**config.mk**
```make
export PLATFORM = sky130hd
export DESIGN_NAME = pascal_subset_lexer
export DESIGN_NICKNAME = d
export VERILOG_FILES = /design/src/design/psl_pkg.sv /design/src/design/pascal_subset_lexer.sv /design/src/design/psl_front.sv /design/src/design/psl_queue.sv /design/src/design/psl_back.sv
export SDC_FILE = /design/constraint.sdc
export NUM_CORES = 1
export LEC_CHECK = 0
export ABC_CLOCK_PERIOD_IN_PS = 13970
export BUFFER_PORTS_ARGS = -buffer_cell sky130_fd_sc_hd__clkbuf_2
export CORE_UTILIZATION = 53
export CTS_BUF_LIST = sky130_fd_sc_hd__clkbuf_2
export DETAILED_ROUTE_END_ITERATION = 6
export GPL_TIMING_DRIVEN = 0
export HOLD_SLACK_MARGIN = 0.05
export PLACE_DENSITY_LB_ADDON = 0.08
export SLEW_MARGIN = 20
export SYNTH_ARGS = -nofsm -noshare
export SYNTH_HDL_FRONTEND = slang
export SYNTH_SLANG_ARGS = --single-unit
```
**constraint.sdc**
```tcl
create_clock -name clock -period 13.97 [get_ports clock]
set_input_delay 2.794 -clock clock [delete_from_list [all_inputs] [get_ports clock]]
set_output_delay 2.794 -clock clock [all_outputs]
set_load 0.005 [all_outputs]
```
**src/design/psl_pkg.sv**
```systemverilog
package psl_pkg;

   // token kinds
   localparam logic [5:0] SYM_BASE     = 6'd19;
   localparam logic [5:0] KIND_COLON   = 6'd24;
   localparam logic [5:0] KIND_ASSIGN  = 6'd31;
   localparam logic [5:0] KIND_IDENT   = 6'd32;
   localparam logic [5:0] KIND_NUMBER  = 6'd33;
   localparam logic [5:0] KIND_ECHO    = 6'd34;
   localparam logic [5:0] KIND_ERROR   = 6'd35;

   // error kinds
   localparam logic [1:0] ERR_NONE      = 2'd0;
   localparam logic [1:0] ERR_MALFORMED = 2'd1;
   localparam logic [1:0] ERR_SYMBOL    = 2'd2;

   // character codes
   localparam logic [7:0] CH_NL      = 8'd10;
   localparam logic [7:0] CH_SPACE   = 8'd32;
   localparam logic [7:0] CH_COLON   = 8'h3A;
   localparam logic [7:0] CH_EQUAL   = 8'h3D;
   localparam logic [7:0] CH_UPPER_A = 8'd65;
   localparam logic [7:0] CH_UPPER_Z = 8'd90;
   localparam logic [7:0] CH_LOWER_A = 8'd97;
   localparam logic [7:0] CH_LOWER_Z = 8'd122;
   localparam logic [7:0] CH_DIGIT_0 = 8'd48;
   localparam logic [7:0] CH_DIGIT_9 = 8'd57;

   localparam logic [15:0] COUNT_MAX = 16'hFFFF;

   localparam int NUM_SYMBOLS  = 12;
   localparam int NUM_RESERVED = 19;
   localparam int RSV_CHARS    = 9;

   localparam logic [7:0] SYM_CHARS [NUM_SYMBOLS] = '{
      8'h2E, 8'h3B, 8'h2C, 8'h28, 8'h29, 8'h3A, 8'h3D, 8'h3C, 8'h3E, 8'h2B, 8'h2D, 8'h2A
   };

   // reserved words, left aligned and padded with spaces: char j sits at element [8-j]
   localparam logic [RSV_CHARS-1:0][7:0] RSV_TEXT [NUM_RESERVED] = '{
      "program  ", "integer  ", "label    ", "var      ", "procedure",
      "function ", "begin    ", "end      ", "if       ", "then     ",
      "else     ", "while    ", "do       ", "or       ", "and      ",
      "div      ", "not      ", "read     ", "write    "
   };

   localparam logic [4:0] RSV_LEN [NUM_RESERVED] = '{
      5'd7, 5'd7, 5'd5, 5'd3, 5'd9, 5'd8, 5'd5, 5'd3, 5'd2, 5'd4,
      5'd4, 5'd5, 5'd2, 5'd2, 5'd3, 5'd3, 5'd3, 5'd4, 5'd5
   };

   localparam int QUEUE_DEPTH = 4;
   localparam int QUEUE_AW    = 2;

   typedef enum logic [1:0] {
      MODE_IDLE,
      MODE_WORD,
      MODE_NUMBER,
      MODE_COLON
   } scan_mode_type;

   typedef struct packed {
      logic [7:0] char_code;
      logic       end_of_input;
   } req_type;

   typedef struct packed {
      logic [5:0]  token_kind;
      logic [15:0] ident_number;
      logic [7:0]  echo_char;
      logic [1:0]  error_kind;
      logic [15:0] line_number;
      logic        last;
   } rsp_type;

   typedef struct packed {
      logic [5:0]  kind;
      logic [15:0] ident;
      logic [7:0]  echo;
      logic [1:0]  err;
   } token_type;

   // everything one character produces: one or two tokens on the same line
   typedef struct packed {
      logic        two;
      token_type   tok0;
      token_type   tok1;
      logic [15:0] line;
   } step_type;

   typedef struct packed {
      logic full;
      logic not_empty;
   } q_stat_type;

   typedef struct packed {
      logic       hit;
      logic [3:0] idx;
   } sym_type;

   typedef struct packed {
      logic       hit;
      logic [4:0] code;
   } kw_type;

   function automatic sym_type sym_lookup(input logic [7:0] c);
      sym_type r;
      r = '0;
      for (int i = NUM_SYMBOLS - 1; i >= 0; i--) begin
         if (c == SYM_CHARS[i]) begin
            r.hit = 1'b1;
            r.idx = 4'(i);
         end
      end
      return r;
   endfunction

   function automatic kw_type kw_lookup(input logic [RSV_CHARS-1:0][7:0] w,
                                        input logic [4:0] len);
      kw_type r;
      logic   m;
      r = '0;
      for (int i = 0; i < NUM_RESERVED; i++) begin
         m = (len == RSV_LEN[i]);
         for (int j = 0; j < RSV_CHARS; j++) begin
            if (5'(j) < RSV_LEN[i] && w[j] != RSV_TEXT[i][RSV_CHARS-1-j]) begin
               m = 1'b0;
            end
         end
         if (m) begin
            r.hit  = 1'b1;
            r.code = 5'(i);
         end
      end
      return r;
   endfunction

endpackage

```
**src/design/pascal_subset_lexer.sv**
```systemverilog
// path: a closed token goes through the queue and then the output register onto rsp
// throughput: one character per cycle unless the queue is full; one rsp beat per cycle
//   if rsp_ready; a two-token character takes two beats, a four-entry queue absorbs them
// reset: synchronous, active high; line count back to one, identifier count to zero,
//   queue and output emptied; the word buffer keeps its contents
module pascal_subset_lexer #(
   parameter int MAX_WORD = 9
) (
   input  logic             clock,
   input  logic             reset,
   input  logic             req_valid,
   output logic             req_ready,
   input  psl_pkg::req_type req_data,
   output logic             rsp_valid,
   input  logic             rsp_ready,
   output psl_pkg::rsp_type rsp_data
);
   import psl_pkg::*;

   // front to queue: the tokens of one character
   logic       push;
   step_type   push_data;
   // queue to back
   step_type   head;
   q_stat_type q_stat;
   logic       pop;

   // scanner front: classifies each character, tracks the pending word, number or colon,
   // counts lines and identifiers and matches keywords in parallel
   psl_front #(
      .MAX_WORD (MAX_WORD)
   ) u_front (
      .clock     (clock),
      .reset     (reset),
      .req_valid (req_valid),
      .req_ready (req_ready),
      .req_data  (req_data),
      .q_stat    (q_stat),
      .push      (push),
      .push_data (push_data)
   );

   // short queue of per-character records, so a stalled output does not stop scanning
   // until it fills
   psl_queue u_queue (
      .clock     (clock),
      .reset     (reset),
      .push      (push),
      .push_data (push_data),
      .pop       (pop),
      .head      (head),
      .q_stat    (q_stat)
   );

   // back end: splits each record into beats and holds the output register
   psl_back u_back (
      .clock     (clock),
      .reset     (reset),
      .head      (head),
      .q_stat    (q_stat),
      .pop       (pop),
      .rsp_valid (rsp_valid),
      .rsp_ready (rsp_ready),
      .rsp_data  (rsp_data)
   );

   // the back end only pops a record that is there
   assert property (@(posedge clock) disable iff (reset) pop |-> q_stat.not_empty)
      else $error("pop from empty queue");

   // the second beat of a character follows straight away on the same line
   assert property (@(posedge clock) disable iff (reset)
      (rsp_valid && rsp_ready && !rsp_data.last) |=>
         (rsp_valid && rsp_data.line_number == $past(rsp_data.line_number)))
      else $error("second beat of a character missing or on another line");

   // an error always closes its character and carries an error kind
   assert property (@(posedge clock) disable iff (reset)
      (rsp_valid && rsp_data.token_kind == KIND_ERROR) |->
         (rsp_data.last && rsp_data.error_kind != ERR_NONE))
      else $error("error beat malformed");

   // identifier numbers only travel with identifiers
   assert property (@(posedge clock) disable iff (reset)
      (rsp_valid && rsp_data.token_kind != KIND_IDENT) |-> (rsp_data.ident_number == 16'd0))
      else $error("identifier number on a non-identifier beat");

endmodule

```
**src/design/psl_front.sv**
```systemverilog
module psl_front #(
   parameter int MAX_WORD = 9
) (
   input  logic                clock,
   input  logic                reset,
   input  logic                req_valid,
   output logic                req_ready,
   input  psl_pkg::req_type    req_data,
   input  psl_pkg::q_stat_type q_stat,
   output logic                push,
   output psl_pkg::step_type   push_data
);
   import psl_pkg::*;

   localparam int LW = $clog2(MAX_WORD + 2);
   localparam int IW = $clog2(MAX_WORD);

   logic [7:0]    store_ff [MAX_WORD];
   logic [LW-1:0] wlen_ff, wlen_in;
   scan_mode_type mode_ff, mode_in;
   logic [15:0]   ident_ff, ident_in;
   logic [15:0]   line_ff, line_in;
   logic          start_ff, start_in;
   logic          halted_ff, halted_in;

   logic          accept, step, eoi;
   logic [7:0]    c;
   logic          is_letter, is_digit, is_nl;
   sym_type       sym;
   kw_type        kw;
   logic [RSV_CHARS-1:0][7:0] w9;
   logic [15:0]   ident_inc, line_step;

   token_type     tok_i, tok_p, tok_a;
   logic          emit_i, halt_i, word_i;
   scan_mode_type mode_i;
   logic          pend;
   logic          emit_p, do_idle, end_now, skip, word_cont, num_err, assign_now;
   logic          emit_a, emit_b;

   assign req_ready = !q_stat.full;
   assign accept    = req_valid && req_ready;
   assign step      = accept && !halted_ff;
   assign eoi       = req_data.end_of_input;
   assign c         = req_data.char_code;
   assign is_letter = (c >= CH_UPPER_A && c <= CH_UPPER_Z) ||
                      (c >= CH_LOWER_A && c <= CH_LOWER_Z);
   assign is_digit  = (c >= CH_DIGIT_0 && c <= CH_DIGIT_9);
   assign is_nl     = (c == CH_NL);
   assign sym       = sym_lookup(c);
   assign ident_inc = (ident_ff != COUNT_MAX) ? ident_ff + 16'd1 : ident_ff;
   assign line_step = (is_nl && line_ff != COUNT_MAX) ? line_ff + 16'd1 : line_ff;

   always_comb begin
      for (int j = 0; j < RSV_CHARS; j++) begin
         w9[j] = store_ff[j];
      end
   end
   assign kw = kw_lookup(w9, 5'(wlen_ff));

   // character seen with nothing pending
   always_comb begin
      tok_i  = '0;
      emit_i = 1'b0;
      mode_i = MODE_IDLE;
      halt_i = 1'b0;
      word_i = 1'b0;
      if (sym.hit) begin
         if (c == CH_COLON) begin
            mode_i = MODE_COLON;
         end else begin
            emit_i     = 1'b1;
            tok_i.kind = SYM_BASE + 6'(sym.idx);
         end
      end else if (is_letter) begin
         mode_i = MODE_WORD;
         word_i = 1'b1;
      end else if (is_digit) begin
         mode_i = MODE_NUMBER;
      end else if (c <= CH_SPACE) begin
         emit_i     = 1'b1;
         tok_i.kind = KIND_ECHO;
         tok_i.echo = c;
      end else begin
         emit_i     = 1'b1;
         tok_i.kind = KIND_ERROR;
         tok_i.err  = ERR_SYMBOL;
         halt_i     = 1'b1;
      end
   end

   // pending token
   always_comb begin
      tok_p = '0;
      pend  = 1'b1;
      unique case (mode_ff)
         MODE_WORD: begin
            if (kw.hit) begin
               tok_p.kind = 6'(kw.code);
            end else begin
               tok_p.kind  = KIND_IDENT;
               tok_p.ident = ident_inc;
            end
         end
         MODE_NUMBER: tok_p.kind = KIND_NUMBER;
         MODE_COLON:  tok_p.kind = KIND_COLON;
         default:     pend = 1'b0;
      endcase
   end

   // decode of what this character does
   always_comb begin
      emit_p     = 1'b0;
      do_idle    = 1'b0;
      end_now    = 1'b0;
      skip       = 1'b0;
      word_cont  = 1'b0;
      num_err    = 1'b0;
      assign_now = 1'b0;
      if (step) begin
         if (eoi) begin
            emit_p  = pend;
            end_now = 1'b1;
         end else if (start_ff && is_nl) begin
            skip = 1'b1;
         end else begin
            unique case (mode_ff)
               MODE_WORD: begin
                  if (is_letter || is_digit) begin
                     word_cont = 1'b1;
                  end else begin
                     emit_p  = 1'b1;
                     do_idle = 1'b1;
                  end
               end
               MODE_NUMBER: begin
                  if (is_letter) begin
                     num_err = 1'b1;
                  end else if (!is_digit) begin
                     emit_p  = 1'b1;
                     do_idle = 1'b1;
                  end
               end
               MODE_COLON: begin
                  if (c == CH_EQUAL) begin
                     assign_now = 1'b1;
                  end else begin
                     emit_p  = 1'b1;
                     do_idle = 1'b1;
                  end
               end
               default: do_idle = 1'b1;
            endcase
         end
      end
   end

   // next state
   always_comb begin
      wlen_in   = wlen_ff;
      mode_in   = mode_ff;
      ident_in  = ident_ff;
      line_in   = line_ff;
      start_in  = start_ff;
      halted_in = halted_ff;
      if (step && !eoi) begin
         line_in = line_step;
         if (!skip) begin
            start_in = 1'b0;
         end
      end
      if (end_now || num_err) begin
         mode_in   = MODE_IDLE;
         halted_in = 1'b1;
      end
      if (assign_now) begin
         mode_in = MODE_IDLE;
      end
      if (word_cont && wlen_ff <= LW'(MAX_WORD)) begin
         wlen_in = wlen_ff + LW'(1);
      end
      if (do_idle) begin
         mode_in   = mode_i;
         halted_in = halt_i;
         if (word_i) begin
            wlen_in = LW'(1);
         end
      end
      if (emit_p && mode_ff == MODE_WORD && !kw.hit) begin
         ident_in = ident_inc;
      end
   end

   // outputs toward the queue
   always_comb begin
      tok_a = tok_p;
      if (assign_now) begin
         tok_a      = '0;
         tok_a.kind = KIND_ASSIGN;
      end else if (num_err) begin
         tok_a      = '0;
         tok_a.kind = KIND_ERROR;
         tok_a.err  = ERR_MALFORMED;
      end
      emit_a         = assign_now || num_err || emit_p;
      emit_b         = do_idle && emit_i;
      push           = emit_a || emit_b;
      push_data.two  = emit_a && emit_b;
      push_data.tok0 = emit_a ? tok_a : tok_i;
      push_data.tok1 = tok_i;
      push_data.line = line_in;
   end

   always_ff @(posedge clock) begin
      if (reset) begin
         wlen_ff   <= '0;
         mode_ff   <= MODE_IDLE;
         ident_ff  <= '0;
         line_ff   <= 16'd1;
         start_ff  <= 1'b1;
         halted_ff <= 1'b0;
      end else begin
         wlen_ff   <= wlen_in;
         mode_ff   <= mode_in;
         ident_ff  <= ident_in;
         line_ff   <= line_in;
         start_ff  <= start_in;
         halted_ff <= halted_in;
      end
   end

   always_ff @(posedge clock) begin
      if (word_cont && wlen_ff < LW'(MAX_WORD)) begin
         store_ff[wlen_ff[IW-1:0]] <= c;
      end
      if (do_idle && word_i) begin
         store_ff[0] <= c;
      end
   end

endmodule

```
**src/design/psl_queue.sv**
```systemverilog
module psl_queue (
   input  logic                clock,
   input  logic                reset,
   input  logic                push,
   input  psl_pkg::step_type   push_data,
   input  logic                pop,
   output psl_pkg::step_type   head,
   output psl_pkg::q_stat_type q_stat
);
   import psl_pkg::*;

   step_type              mem_ff [QUEUE_DEPTH];
   logic [QUEUE_AW-1:0]   wr_ff, wr_in, rd_ff, rd_in;
   logic [QUEUE_AW:0]     cnt_ff, cnt_in;
   logic                  do_push, do_pop;

   assign q_stat.full      = (cnt_ff == (QUEUE_AW+1)'(QUEUE_DEPTH));
   assign q_stat.not_empty = (cnt_ff != '0);
   assign do_push          = push && !q_stat.full;
   assign do_pop           = pop && q_stat.not_empty;
   assign head             = mem_ff[rd_ff];

   always_comb begin
      wr_in  = do_push ? wr_ff + QUEUE_AW'(1) : wr_ff;
      rd_in  = do_pop  ? rd_ff + QUEUE_AW'(1) : rd_ff;
      cnt_in = cnt_ff;
      if (do_push && !do_pop) begin
         cnt_in = cnt_ff + (QUEUE_AW+1)'(1);
      end else if (do_pop && !do_push) begin
         cnt_in = cnt_ff - (QUEUE_AW+1)'(1);
      end
   end

   always_ff @(posedge clock) begin
      if (reset) begin
         wr_ff  <= '0;
         rd_ff  <= '0;
         cnt_ff <= '0;
      end else begin
         wr_ff  <= wr_in;
         rd_ff  <= rd_in;
         cnt_ff <= cnt_in;
      end
   end

   always_ff @(posedge clock) begin
      if (do_push) begin
         mem_ff[wr_ff] <= push_data;
      end
   end

endmodule

```
**src/design/psl_back.sv**
```systemverilog
module psl_back (
   input  logic                clock,
   input  logic                reset,
   input  psl_pkg::step_type   head,
   input  psl_pkg::q_stat_type q_stat,
   output logic                pop,
   output logic                rsp_valid,
   input  logic                rsp_ready,
   output psl_pkg::rsp_type    rsp_data
);
   import psl_pkg::*;

   logic      valid_ff, valid_in;
   logic      sel_ff, sel_in;
   rsp_type   out_ff, out_in;
   token_type tok;
   logic      load;

   assign rsp_valid = valid_ff;
   assign rsp_data  = out_ff;
   assign load      = !valid_ff || rsp_ready;
   assign tok       = sel_ff ? head.tok1 : head.tok0;

   always_comb begin
      valid_in = valid_ff;
      sel_in   = sel_ff;
      out_in   = out_ff;
      pop      = 1'b0;
      if (load) begin
         valid_in = q_stat.not_empty;
         if (q_stat.not_empty) begin
            out_in.token_kind   = tok.kind;
            out_in.ident_number = tok.ident;
            out_in.echo_char    = tok.echo;
            out_in.error_kind   = tok.err;
            out_in.line_number  = head.line;
            if (head.two && !sel_ff) begin
               out_in.last = 1'b0;
               sel_in      = 1'b1;
            end else begin
               out_in.last = 1'b1;
               sel_in      = 1'b0;
               pop         = 1'b1;
            end
         end
      end
   end

   always_ff @(posedge clock) begin
      if (reset) begin
         valid_ff <= 1'b0;
         sel_ff   <= 1'b0;
      end else begin
         valid_ff <= valid_in;
         sel_ff   <= sel_in;
      end
   end

   always_ff @(posedge clock) begin
      out_ff <= out_in;
   end

endmodule
```
==> key figures <==
Outcome
  – Status: finished clean

Placed design
  – Routability Congestion: approximately 0.89
  – DP HPWL: 25100 um
  – Inst Count DP: 1667
  – IO buf count: 62

Pwr
  – Combinational fraction of design power: 18.5%
  – Internal: 0.00210 W
  – Clock network power share: 27.4%
  – Sw Ratio: around 27%
  – Leakage: 6.63 nW
  – Pwr Total: 0.00289 W
  – Sequential Power Share: 54.1%
  – Sw Pwr: 0.000790 W
  – Cell Pwr Density: between 100 and 150 mW/mm2
  – Worst vdd ir: just under 80 uV

Setup path
  – FF-to-FF End: u_queue.mem_ff[2][54]
  – Delay of the slowest critical-path stage: ~0.45 ns
  – WP data arrival: 6.65 ns
  – Worst-path fanout max: 11
  – Crit end category: flip-flop
  – Reg-to-Reg Start: u_front.wlen_ff[1]
  – Worst path most repeated cell: or3_1
  – Startpoint Class: primary input
  – Critical path cell sequence: clkbuf_2 > clkbuf_1 > or3_1 > o311a_1 > a22oi_4 > o21a_1 > nor2_1 > o21ai_2 > ha_1 > inv_1 > fa_1 > xor2_1 > or3_1 > a21oi_1
  – Reg2reg setup slack: 10.13 ns
  – Req. time, crit path: between 10 and 15 ns
  – FF-to-FF path depth: 12
  – CP max stage cell: o21a_1
  – WS Path Type: in -> reg

Finish
  – Cell Count, Final, Fillers Out: about 1900
  – Layout cells sized above 1: between 20 and 30%
  – Area Growth Syn to Fin: 11.9%
  – Commonest non-fill, non-tap cell in the layout: edfxtp_1
  – Commonest cells after routing, fill and taps aside: 377 x edfxtp_1, 221 x clkbuf_2, 64 x mux4_2, 61 x nor2_1, 51 x dfxtp_1
  – Final nets: 1351

Route
  – Routed via count: 10556
  – Via density: 5.69
  – First DRT Iteration DRCs: 756
  – Post-route ant nets: 0
  – DR WL/cell: roughly 21 um
  – # DRC: 0
  – Initial DRT Pass Iterations: 5
  – Total routed wirelength: 38600 um

Clock network
  – Post-CTS Setup Inserts: 0
  – Clk slew on worst S/H paths: 0.10 ns
  – TritonCTS buffer count: 104
  – Clk sink count: 428
  – CTS Hold Bufs: 0
  – Resized cells post-CTS: 0
  – Clk root buf: clkbuf_2
  – CTS HTree Levels: 3
  – Clk buf depth: 3
  – TritonCTS clock tree: yes
  – Worst skew pair latency: roughly 0.96 ns

STA
  – Clock skew: around 0.040 ns
  – Endpoints failing setup: 0
  – Final hold vios: 0
  – Min cycle time layout: 5.77 ns
  – Relative slew margins: 33.9%
  – Hold Slack: 0.502 ns
  – Setup tns final: 0 ns
  – Worst Tran Pin Value: between 0.9 and 1 ns
  – Max Clock Freq: 173 MHz
  – RSZ-0062 raised after global routing: false
  – Slew Viols, Final: 0
  – Period utilization: 41.3%

Min path
  – Hold Path Origin: u_front.start_ff
  – Hold Path End: u_front.start_ff
  – Hold path cells: 1
  – Worst Hold Class: reg -> reg

Die
  – CORE AREA: 0.0334 mm2
  – Chip width: 186 um
  – Die height: 186 um
  – Die Footprint: roughly 0.035 mm2
  – # IOs: 64
  – # rows: 67
  – Initial core utilization: 53.7%

Yosys
  – Post-synth EDFFs: 377
  – Unique masters post-synth: 85
  – Ys flop type: edfxtp_1
  – Avg Cell Area, Syn: 15.8 um2
  – Asr flop ratio synth: 0%
  – #FFs+latches synth: roughly 430
  – Synthesized area: approximately 0.018 mm2
  – Yosys warns: 0
  – Seq/Total Area, Yosys: 68.7%
  – Syn Inst Count: approximately 1100

GRT
  – Total gr overflow: 0
  – Global-route wire length before repair: 59800 um
  – Vias in the first global route: around 11000
  – Initial antenna violation count: 2
  – GRT Overall Usage: roughly a quarter
  – Largest net degree at the start of global routing: 40

Run
  – Max-Cap Viols: 0
worst max-delay path by stage:
stage	slack, ns	startpoint	to
after floorplan	7.17	rsp_ready	u_queue.cnt_ff[2]
after global placement	4.82	rsp_ready	u_queue.cnt_ff[2]
after detailed placement	7.11	req_data[6]	u_queue.cnt_ff[2]
after CTS	8.17	req_data[6]	u_queue.cnt_ff[2]
after global routing	8.02	req_data[5]	u_queue.cnt_ff[2]
final	8.20	req_data[5]	u_queue.cnt_ff[2]
stage by stage:
stage	worst slack, ns	cell area [um2]	utilization (%)
floorplan	7.17	18000	-
global placement	4.82	18900	56.4
detailed placement	7.11	19100	57.2
CTS	8.17	20100	60.0
global route	8.02	20100	60.1
finish	8.20	20100	60.1
power groups by stage:
stage	Sequential [W]	Combinational, W	Clock, W
floorplan	0.00161	0.000301	0
global placement	0.00161	0.000489	0
detailed placement	0.00159	0.000548	0
CTS	0.00156	0.000550	0.000830
global route	0.00158	0.000592	0.000886
finish	0.00156	0.000536	0.000792
Yosys cell counts (all sizes together) (8+ instances only):
cell type,count,area [um2]
inv,25,93.8
nor4,24,150
ha,12,150
edfxtp,377,11300
buf,13,92.6
nand4b,8,85.1
nand2b,16,100
mux2i,8,80.1
xnor2,20,175
o21ai,20,104
mux4,64,1440
xor2,13,114
a21oi,21,105
nor2,73,304
nand4,28,175
nand2,51,199
or4,15,114
nor4b,10,93.8
nor3,30,166
and2,16,100
nor4bb,9,90.1
and3,16,100
nor2b,37,231
clkbuf,30,113
nand3,22,115
mux2,21,236
nand3b,10,75.1
or3,11,68.8
dfxtp,51,1020
layout make-up:
cell class	count	area, um2
clock buffers	157	786
well taps	448	561
flip-flops and latches	428	12300
clock inverters	30	154
multi-input cells	653	5440
diodes	1	2.50
plain buffers	43	208
repair buffers	70	508
fillers	2618	13400
inverters	25	93.8
critical path, delay by kind of cell:
kind            cells  cell delay, ns
compound gates      5            1.60
xor+xnor            1            0.18
buf+inv             3            0.56
fa+ha+maj           2            0.65
simple gates        3            0.84
metal layers:
metal | track usage (%) | vias up | routed length [um]
met5 | 0 | - | 0
met4 | 9.48 | 0 | 889
met3 | 4.50 | 56 | 1870
met1 | 32.0 | 5263 | 17500
li1 | - | 4922 | -
met2 | 37.0 | 315 | 18300
cell families after synthesis:
logic type | Yosys count | synth area share (%)
compound gates | 86 | 3.32
buf+inv | 68 | 1.67
mux | 93 | 9.79
xor+xnor | 33 | 1.61
flops | 428 | 68.7
simple gates | 412 | 13.9
other cells | 1 | 0.0209
fa+ha+maj | 13 | 0.948
sequential cells by signal, indices dropped and copies added (netlist names), named ones only:
signal,count
u_queue.mem_ff,256
u_front.store_ff,72
u_back.rsp_data,49
u_front.ident_ff,16
u_front.line_ff,16
u_front.wlen_ff,4
u_queue.cnt_ff,3
u_front.mode_ff,2
u_queue.rd_ff,2
u_queue.wr_ff,2
u_back.rsp_valid,1
u_back.sel_ff,1
u_front.halted_ff,1
u_front.start_ff,1
Power figures use the tool's default switching activity.
